File: src/rtl/nwt_pkg.sv
// shared types and constants for the number to word tokens block
package nwt_pkg;

  localparam int unsigned NumW       = 31;
  localparam int unsigned WordW      = 5;
  localparam int unsigned NumDigits  = 10;
  localparam int unsigned BinW       = 32;
  localparam int unsigned BitsPerStep = 4;
  localparam int unsigned ConvSteps  = BinW / BitsPerStep;
  localparam int unsigned QueueDepth = 2;

  localparam logic [WordW-1:0] WORD_ZERO     = 5'd0;
  localparam logic [WordW-1:0] WORD_TEN_BASE = 5'd10;
  localparam logic [WordW-1:0] WORD_TENS_OFS = 5'd18;
  localparam logic [WordW-1:0] WORD_HUNDRED  = 5'd28;
  localparam logic [WordW-1:0] WORD_THOUSAND = 5'd29;
  localparam logic [WordW-1:0] WORD_MILLION  = 5'd30;
  localparam logic [WordW-1:0] WORD_BILLION  = 5'd31;

  // bcd digits, index 9 is the most significant
  typedef logic [NumDigits-1:0][3:0] nwt_digits_t;

endpackage

File: src/rtl/number_to_word_tokens_top.sv
// top level of the number to word tokens block
//
// input channel: in_valid_i / in_stall_o with number_value_i (31 bits);
//   a transfer happens on a rising edge with valid high and stall low
// output channel: out_valid_o / out_stall_i with word_code_o and last_word_o;
//   one word per transfer, last_word_o marks the final word of a number
// front: binary to bcd conversion, four bits per cycle, then a push state that
//   hands the digits to a two-entry queue
// back: walks a 21-slot word mask of the queued digits, one word per cycle
//   unless stalled, into an output register; each number is loaded first
// the front converts the next number while the back is still emitting
// receiver stall: the output register holds its word; the back stops, the
//   queue fills and the front then raises in_stall_o
// reset: asynchronous active low; clears all control state, queue empty,
//   no word pending, ready for a transfer right after release
module number_to_word_tokens_top (
  input  logic                        clk_i,
  input  logic                        rst_ni,
  input  logic                        in_valid_i,
  output logic                        in_stall_o,
  input  logic [nwt_pkg::NumW-1:0]    number_value_i,
  output logic                        out_valid_o,
  input  logic                        out_stall_i,
  output logic [nwt_pkg::WordW-1:0]   word_code_o,
  output logic                        last_word_o
);
  import nwt_pkg::*;

  // front to queue
  logic        push;
  logic        full;
  nwt_digits_t push_digits;

  // queue to back
  logic        q_valid;
  logic        q_pop;
  nwt_digits_t q_digits;

  nwt_front u_front (
    .clk_i          (clk_i),
    .rst_ni         (rst_ni),
    .in_valid_i     (in_valid_i),
    .in_stall_o     (in_stall_o),
    .number_value_i (number_value_i),
    .push_o         (push),
    .digits_o       (push_digits),
    .full_i         (full)
  );

  nwt_queue u_queue (
    .clk_i   (clk_i),
    .rst_ni  (rst_ni),
    .push_i  (push),
    .data_i  (push_digits),
    .full_o  (full),
    .valid_o (q_valid),
    .data_o  (q_digits),
    .pop_i   (q_pop)
  );

  // back end drives the output register directly
  nwt_back u_back (
    .clk_i       (clk_i),
    .rst_ni      (rst_ni),
    .q_valid_i   (q_valid),
    .q_data_i    (q_digits),
    .q_pop_o     (q_pop),
    .out_valid_o (out_valid_o),
    .out_stall_i (out_stall_i),
    .word_code_o (word_code_o),
    .last_word_o (last_word_o)
  );

endmodule

File: src/rtl/nwt_front.sv
// front end: accepts numbers and converts them to decimal digits
module nwt_front (
  input  logic                         clk_i,
  input  logic                         rst_ni,
  input  logic                         in_valid_i,
  output logic                         in_stall_o,
  input  logic [nwt_pkg::NumW-1:0]     number_value_i,
  output logic                         push_o,
  output nwt_pkg::nwt_digits_t         digits_o,
  input  logic                         full_i
);
  import nwt_pkg::*;

  localparam logic [1:0] ST_IDLE = 2'd0;
  localparam logic [1:0] ST_CONV = 2'd1;
  localparam logic [1:0] ST_PUSH = 2'd2;

  localparam int unsigned CntW = $clog2(ConvSteps);

  logic [1:0]      state_q, state_d;
  logic [CntW-1:0] cnt_q, cnt_d;
  logic [BinW-1:0] bin_q, bin_d;
  nwt_digits_t     bcd_q, bcd_d;
  logic            accept;

  // shift-add-3 over one nibble of binary input, msb first
  function automatic nwt_digits_t dabble_nibble(nwt_digits_t bcd,
                                                 logic [BitsPerStep-1:0] bits);
    logic [NumDigits*4-1:0] flat;
    nwt_digits_t            b;
    flat = bcd;
    for (int i = BitsPerStep - 1; i >= 0; i--) begin
      for (int d = 0; d < NumDigits; d++) begin
        if (flat[d*4 +: 4] >= 4'd5) flat[d*4 +: 4] = flat[d*4 +: 4] + 4'd3;
      end
      flat = {flat[NumDigits*4-2:0], bits[i]};
    end
    b = flat;
    return b;
  endfunction

  assign in_stall_o = !((state_q == ST_IDLE) || ((state_q == ST_PUSH) && !full_i));
  assign accept     = in_valid_i && !in_stall_o;
  assign push_o     = (state_q == ST_PUSH) && !full_i;
  assign digits_o   = bcd_q;

  always_comb begin
    state_d = state_q;
    cnt_d   = cnt_q;
    bin_d   = bin_q;
    bcd_d   = bcd_q;
    unique case (state_q)
      ST_IDLE: ;
      ST_CONV: begin
        bcd_d = dabble_nibble(bcd_q, bin_q[BinW-1 -: BitsPerStep]);
        bin_d = bin_q << BitsPerStep;
        cnt_d = cnt_q + 1'b1;
        if (cnt_q == CntW'(ConvSteps - 1)) state_d = ST_PUSH;
      end
      ST_PUSH: begin
        if (push_o) state_d = ST_IDLE;
      end
      default: state_d = ST_IDLE;
    endcase
    if (accept) begin
      state_d = ST_CONV;
      cnt_d   = '0;
      bin_d   = BinW'(number_value_i);
      bcd_d   = '0;
    end
  end

  always_ff @(posedge clk_i or negedge rst_ni) begin
    if (!rst_ni) begin
      state_q <= ST_IDLE;
      cnt_q   <= '0;
    end else begin
      state_q <= state_d;
      cnt_q   <= cnt_d;
    end
  end

  always_ff @(posedge clk_i) begin
    bin_q <= bin_d;
    bcd_q <= bcd_d;
  end

endmodule

File: src/rtl/nwt_queue.sv
// two-entry queue of digit sets between front and back
module nwt_queue (
  input  logic                 clk_i,
  input  logic                 rst_ni,
  input  logic                 push_i,
  input  nwt_pkg::nwt_digits_t data_i,
  output logic                 full_o,
  output logic                 valid_o,
  output nwt_pkg::nwt_digits_t data_o,
  input  logic                 pop_i
);
  import nwt_pkg::*;

  localparam int unsigned PtrW = (QueueDepth > 1) ? $clog2(QueueDepth) : 1;
  localparam int unsigned CntW = $clog2(QueueDepth + 1);

  nwt_digits_t     mem_q [QueueDepth];
  logic [PtrW-1:0] wr_ptr_q, rd_ptr_q;
  logic [CntW-1:0] cnt_q;
  logic            do_push, do_pop;

  assign full_o  = (cnt_q == CntW'(QueueDepth));
  assign valid_o = (cnt_q != '0);
  assign data_o  = mem_q[rd_ptr_q];
  assign do_push = push_i && !full_o;
  assign do_pop  = pop_i && valid_o;

  function automatic logic [PtrW-1:0] ptr_inc(logic [PtrW-1:0] p);
    return (p == PtrW'(QueueDepth - 1)) ? '0 : p + 1'b1;
  endfunction

  always_ff @(posedge clk_i or negedge rst_ni) begin
    if (!rst_ni) begin
      wr_ptr_q <= '0;
      rd_ptr_q <= '0;
      cnt_q    <= '0;
    end else begin
      if (do_push) wr_ptr_q <= ptr_inc(wr_ptr_q);
      if (do_pop)  rd_ptr_q <= ptr_inc(rd_ptr_q);
      if (do_push && !do_pop)      cnt_q <= cnt_q + 1'b1;
      else if (do_pop && !do_push) cnt_q <= cnt_q - 1'b1;
    end
  end

  always_ff @(posedge clk_i) begin
    if (do_push) mem_q[wr_ptr_q] <= data_i;
  end

endmodule

File: src/rtl/nwt_back.sv
// back end: walks the word slots of one number and emits one word per cycle unless stalled
module nwt_back (
  input  logic                        clk_i,
  input  logic                        rst_ni,
  input  logic                        q_valid_i,
  input  nwt_pkg::nwt_digits_t        q_data_i,
  output logic                        q_pop_o,
  output logic                        out_valid_o,
  input  logic                        out_stall_i,
  output logic [nwt_pkg::WordW-1:0]   word_code_o,
  output logic                        last_word_o
);
  import nwt_pkg::*;

  // five slots per group (digit, hundred, tens/teen/unit, unit, scale) plus zero
  localparam int unsigned NumGroups = 4;
  localparam int unsigned SlotsPerG = 5;
  localparam int unsigned NumSlots  = NumGroups * SlotsPerG + 1;

  typedef struct packed {
    logic [NumSlots-1:0]            valid;
    logic [NumSlots-1:0][WordW-1:0] code;
  } nwt_slots_t;

  function automatic nwt_slots_t build_slots(nwt_digits_t dg);
    nwt_slots_t       s;
    logic [3:0]       h, t, u;
    logic             nz;
    logic [WordW-1:0] scale;
    int               b;
    s = '0;
    for (int g = 0; g < NumGroups; g++) begin
      b = g * SlotsPerG;
      if (g == 0) begin
        h = 4'd0;
        t = 4'd0;
        u = dg[9];
      end else begin
        h = dg[11 - 3*g];
        t = dg[10 - 3*g];
        u = dg[9 - 3*g];
      end
      case (g)
        0:       scale = WORD_BILLION;
        1:       scale = WORD_MILLION;
        default: scale = WORD_THOUSAND;
      endcase
      nz = (h != 4'd0) || (t != 4'd0) || (u != 4'd0);
      s.valid[b]     = (h != 4'd0);
      s.code[b]      = {1'b0, h};
      s.valid[b + 1] = (h != 4'd0);
      s.code[b + 1]  = WORD_HUNDRED;
      s.valid[b + 2] = (t != 4'd0) || (u != 4'd0);
      if (t >= 4'd2)      s.code[b + 2] = WORD_TENS_OFS + {1'b0, t};
      else if (t == 4'd1) s.code[b + 2] = WORD_TEN_BASE + {1'b0, u};
      else                s.code[b + 2] = {1'b0, u};
      s.valid[b + 3] = (t >= 4'd2) && (u != 4'd0);
      s.code[b + 3]  = {1'b0, u};
      s.valid[b + 4] = nz && (g < NumGroups - 1);
      s.code[b + 4]  = scale;
    end
    s.valid[NumSlots-1] = (dg == '0);
    s.code[NumSlots-1]  = WORD_ZERO;
    return s;
  endfunction

  nwt_digits_t         digits_q;
  logic [NumSlots-1:0] mask_q, mask_d;
  logic                busy_q, busy_d;
  logic                out_valid_q, out_valid_d;
  logic [WordW-1:0]    word_q, word_d;
  logic                last_q, last_d;
  logic                adv, load;
  nwt_slots_t          cur_slots, new_slots;
  logic [NumSlots-1:0] pick, remain;
  logic [WordW-1:0]    pick_code;

  assign cur_slots = build_slots(digits_q);
  assign new_slots = build_slots(q_data_i);

  // lowest pending slot goes next
  assign pick   = mask_q & (~mask_q + 1'b1);
  assign remain = mask_q & ~pick;

  always_comb begin
    pick_code = '0;
    for (int i = 0; i < NumSlots; i++) begin
      if (pick[i]) pick_code = pick_code | cur_slots.code[i];
    end
  end

  assign adv     = !out_valid_q || !out_stall_i;
  assign load    = !busy_q && q_valid_i;
  assign q_pop_o = load;

  always_comb begin
    out_valid_d = out_valid_q;
    word_d      = word_q;
    last_d      = last_q;
    mask_d      = mask_q;
    busy_d      = busy_q;
    if (adv) begin
      out_valid_d = busy_q;
      if (busy_q) begin
        word_d = pick_code;
        last_d = (remain == '0);
        mask_d = remain;
        busy_d = (remain != '0);
      end
    end
    if (load) begin
      mask_d = new_slots.valid;
      busy_d = 1'b1;
    end
  end

  always_ff @(posedge clk_i or negedge rst_ni) begin
    if (!rst_ni) begin
      busy_q      <= 1'b0;
      out_valid_q <= 1'b0;
    end else begin
      busy_q      <= busy_d;
      out_valid_q <= out_valid_d;
    end
  end

  always_ff @(posedge clk_i) begin
    mask_q <= mask_d;
    word_q <= word_d;
    last_q <= last_d;
    if (load) digits_q <= q_data_i;
  end

  assign out_valid_o = out_valid_q;
  assign word_code_o = word_q;
  assign last_word_o = last_q;

endmodule
File: config.mk
export PLATFORM = sky130hd
export DESIGN_NAME = number_to_word_tokens_top
export DESIGN_NICKNAME = d
export VERILOG_FILES = /design/src/rtl/nwt_pkg.sv /design/src/rtl/number_to_word_tokens_top.sv /design/src/rtl/nwt_front.sv /design/src/rtl/nwt_queue.sv /design/src/rtl/nwt_back.sv
export SDC_FILE = /design/constraint.sdc
export NUM_CORES = 1
export LEC_CHECK = 0
export CAP_MARGIN = 20
export CORE_ASPECT_RATIO = 0.7
export CORE_UTILIZATION = 55
export DETAILED_ROUTE_END_ITERATION = 16
export DONT_BUFFER_PORTS = 1
export GPL_TIMING_DRIVEN = 0
export PLACE_DENSITY = 0.7
export SYNTH_ARGS = -nofsm -noshare
export SYNTH_HDL_FRONTEND = slang
export SYNTH_SLANG_ARGS = --single-unit
File: constraint.sdc
create_clock -name clk_i -period 6.2 [get_ports clk_i]
set_input_delay 1.24 -clock clk_i [delete_from_list [all_inputs] [get_ports clk_i]]
set_output_delay 1.24 -clock clk_i [all_outputs]
set_load 0.02 [all_outputs]
==> out/qor.yml <==
logic_synthesis:
  synth_area_leaders: "edfxtp_1 (36%), ha_1 (7.7%), mux2_2 (6.4%), dfxtp_1 (6.0%), nand2_1 (3.3%)"
  synth_top_area_share_pct: 36.2
  synthXorXnorAreaFrac_pct: 2.61
  muxShareOfSynthArea_pct: 9.23
  netlist_instances: 1419
  synth-edff-count: 174
  yosysUniqueCellTypes: 83
  synth_top_family_by_area: "compound AO/OA/AOI/OAI gates"
  ys_seq_area_share_pct: 44.0
  yosys_warnings: 0
  synthAdderAreaFrac_pct: 8.06
  synth-simple-area-share_pct: 15.5
  synth_flop_cell: "edfxtp_1"
  synth_top_cell_by_area: "edfxtp_1"
  synth_async_sr_flop_share_pct: 4.82
  synth_area_per_cell_sq_um: 10.2
  syn-num-nets: 1543
  synth_seq_cells: 228
  syn_area_sq_um: 14500
  synth-compound-area-share_pct: 16.9
timing:
  hold_violations: 0
  finalSetupViolations: 0
  slew_headroom_pct: 34.8
  setup_tns_ps: 0
  timing.final.ws_setup_ps: 736
  min_period_ps: 5460
  period_share_pct: 88.1
  rsz0062_at_grt: "false"
  final.setup_skew_ps: 15.9
  fmax_mhz: 183
  worst_pin_slew_ps: 977
  finalMaxSlewViolations: 0
die:
  ios: 43
  placementRows: 49
  core_area_sq_um: 25700
  dieArea_sq_um: 26900
  die_w_um: 196
  die_h_um: 138
  start_util_pct: 56.1
grt:
  grt_max_degree: 48
  grt_usage_pct: 24.6
  grt_pass1_wl_um: 52100
  overflow: 0
  first_global_vias: 9695
  antenna_found_initial: 0
route:
  drt-initial-drc-count: 917
  drt_pass1_iterations: 6
  vias: 11000
  routed_via_density: 6.14
  wl_per_cell_um: 18.7
  wirelength_um: 33500
  drc: 0
  detail-route-antenna-nets: 0
clock_tree:
  cts_resized: 0
  htreeDepth: 1
  cts-root-buf: "clkbuf_16"
  cts_inserted_buffers: 21
  clock_path_buffers: 3
  postCtsSetupBuffers: 0
  clk_pin_slew_ps: 60
  tritoncts: "done"
  cts_sinks: 228
  ctsHoldBuffers: 0
  clock_latency_ps: 500
placement:
  io_buffer_count: 0
  gp_congestion: 0.880
  dpl_worst_slack_ps: 735
  hpwl_um: 25000
setup_path:
  cp_top_family: "compound AO/OA/AOI/OAI gates"
  path_buf_inv: 3
  critPathMostFrequentCell: "ha_1"
  worstSetupPathType: "reg -> reg"
  endpoint_kind: "flip-flop"
  required_ps: 6540
  path_cells: "inv_1 > ha_1 > nor2b_1 > nor3_1 > a21o_1 > inv_1 > ha_1 > nor2b_1 > o311ai_0 > xnor2_1 > ha_1 > nand2b_1 > and2_1 > o32a_1 > nor2_1 > nor2_1 > xnor2_1 > inv_1 > ha_1 > nor2b_1 > o31ai_1 > mux2i_1 > o22ai_1"
  slowest_stage: "o311ai_0"
  critical_path.max_fanout: 8
  cpPeakStageDelay_ps: 520
  cp-start-kind: "flip-flop"
  arrival_ps: 5800
run:
  maxCapViolCount: 0
finish:
  final_layout_size_suffix_gt1_share_pct: 10.6
  n_antenna_cell: 0
  nNetsFinal: 1569
  syn_to_final_growth_pct: 7.52
outcome:
  status: "finished clean"
min_path:
  min-delay-path-class: "in -> async"
[layout make-up]
type,count,area [sq um]
fill,2126,10200
multi-input combinational,1054,7570
sequential,228,6360
clock buffer,30,579
tap,331,414
inverter,90,339
buffer,47,190
timing repair buffer,3,47.5
clock inverter,7,36.3
[final timing paths]
kind / start / endpoint / slack [ps] / depth (start not counted)
setup / recovery: u_front.digits_o[20] / u_front.digits_o[26] / 740 / 23
hold / removal: rst_ni / u_back.out_valid_o / 430 / 0
min in group clk_i: u_front.bin_q[27] / u_front.bin_q[31] / 450 / 2
hold reg to reg: u_front.bin_q[27] / u_front.bin_q[31] / 450 / 2
setup reg to reg: u_front.digits_o[20] / u_front.digits_o[26] / 740 / 23
max in group asynchronous: rst_ni / u_front.cnt_q[0] / 5690 / 0
[state kept, by name, summed over array words and instances (netlist names)]
name / cells
u_back.busy_q: 1
u_back.cur_slots: 28
u_back.digits_q: 12
u_back.last_word_o: 1
u_back.mask_q: 19
u_back.out_valid_o: 1
u_back.word_code_o: 5
u_front.bin_q: 32
u_front.cnt_q: 3
u_front.digits_o: 40
u_front.state_q: 2
u_queue.cnt_q: 2
u_queue.mem_q: 80
u_queue.rd_ptr_q: 1
u_queue.wr_ptr_q: 1
[cells in the final DEF (no fill, tap or decap), types with 9 or more instances in the layout]
| cell type | instances |
|---|---|
| a31oi_1 | 11 |
| o22ai_1 | 26 |
| o311ai_0 | 10 |
| clkbuf_1 | 46 |
| o31ai_1 | 17 |
| nand2_1 | 127 |
| mux2_2 | 82 |
| xnor2_1 | 31 |
| dfxtp_1 | 43 |
| o21ai_0 | 72 |
| a211oi_1 | 15 |
| nor3b_1 | 10 |
| and2_1 | 27 |
| nor2b_1 | 29 |
| nor3_1 | 32 |
| dfrtp_1 | 11 |
| a21oi_1 | 60 |
| mux2i_1 | 41 |
| a21o_1 | 22 |
| a221oi_1 | 10 |
| inv_1 | 88 |
| nand2b_1 | 29 |
| o21a_1 | 14 |
| edfxtp_1 | 174 |
| xor2_1 | 12 |
| nand3_1 | 27 |
| a211o_1 | 15 |
| clkbuf_16 | 21 |
| or3_1 | 9 |
| ha_1 | 89 |
| nor2_1 | 89 |
[metrics by stage]
stage	area [sq um]	instances	hold slack (ps)	util, %
2_1_floorplan	14500	1419	418	-
3_3_place_gp	14900	1750	425	57.7
3_5_place_dp	14900	1752	435	57.9
4_1_cts	15500	1789	422	60.3
5_1_grt	15500	1790	414	60.3
6_report	15500	1790	431	60.3
[logic make-up after synthesis]
logic type                 count (synthesis)
adders and majority gates                 94
and+or+nand+nor                          440
DFF                                      228
muxes                                    123
xor gates and xnor gates                  43
buffers and inverters                    137
AOI/OAI and AO/OA                        354
[synthesized netlist by cell type (5+ instances only)]
master     instances
a2bb2oi_1          7
edfxtp_1         174
and3_1             8
nor3b_1           10
a21o_1            22
nor3_1            32
mux2_2            82
xnor2_1           31
xor2_1            12
nor4_1             8
nor2b_1           30
o22ai_1           26
or2_2              8
a221oi_1          10
or4_1              8
nand2_1          127
mux2i_1           41
inv_1             88
o311ai_0          10
o21a_1            14
nand3_1           27
or3_1              9
a211o_1           15
o32a_1             5
and2_1            28
dfxtp_1           43
ha_1              89
a31oi_1           11
nor2_1            89
o21ai_0           72
a221o_1            6
a211oi_1          15
a21boi_0           6
a21oi_1           60
clkbuf_1          39
a311oi_1           5
nand2b_1          29
o31ai_1           17
o211ai_1           7
dfrtp_1           11
or3b_2             8
[metal layers]
layer  share of wire [%]  GRT usage [%]  up-vias
met1                  51           38.9     5200
li1                    -              -     5359
met5                   0              0        -
met3                 8.1           5.41       52
met4                 2.7           7.16        0
met2                  38           32.7      379
Power is not shown: default switching activity piles up to over one toggle a cycle in this logic, so the estimate is an artifact.
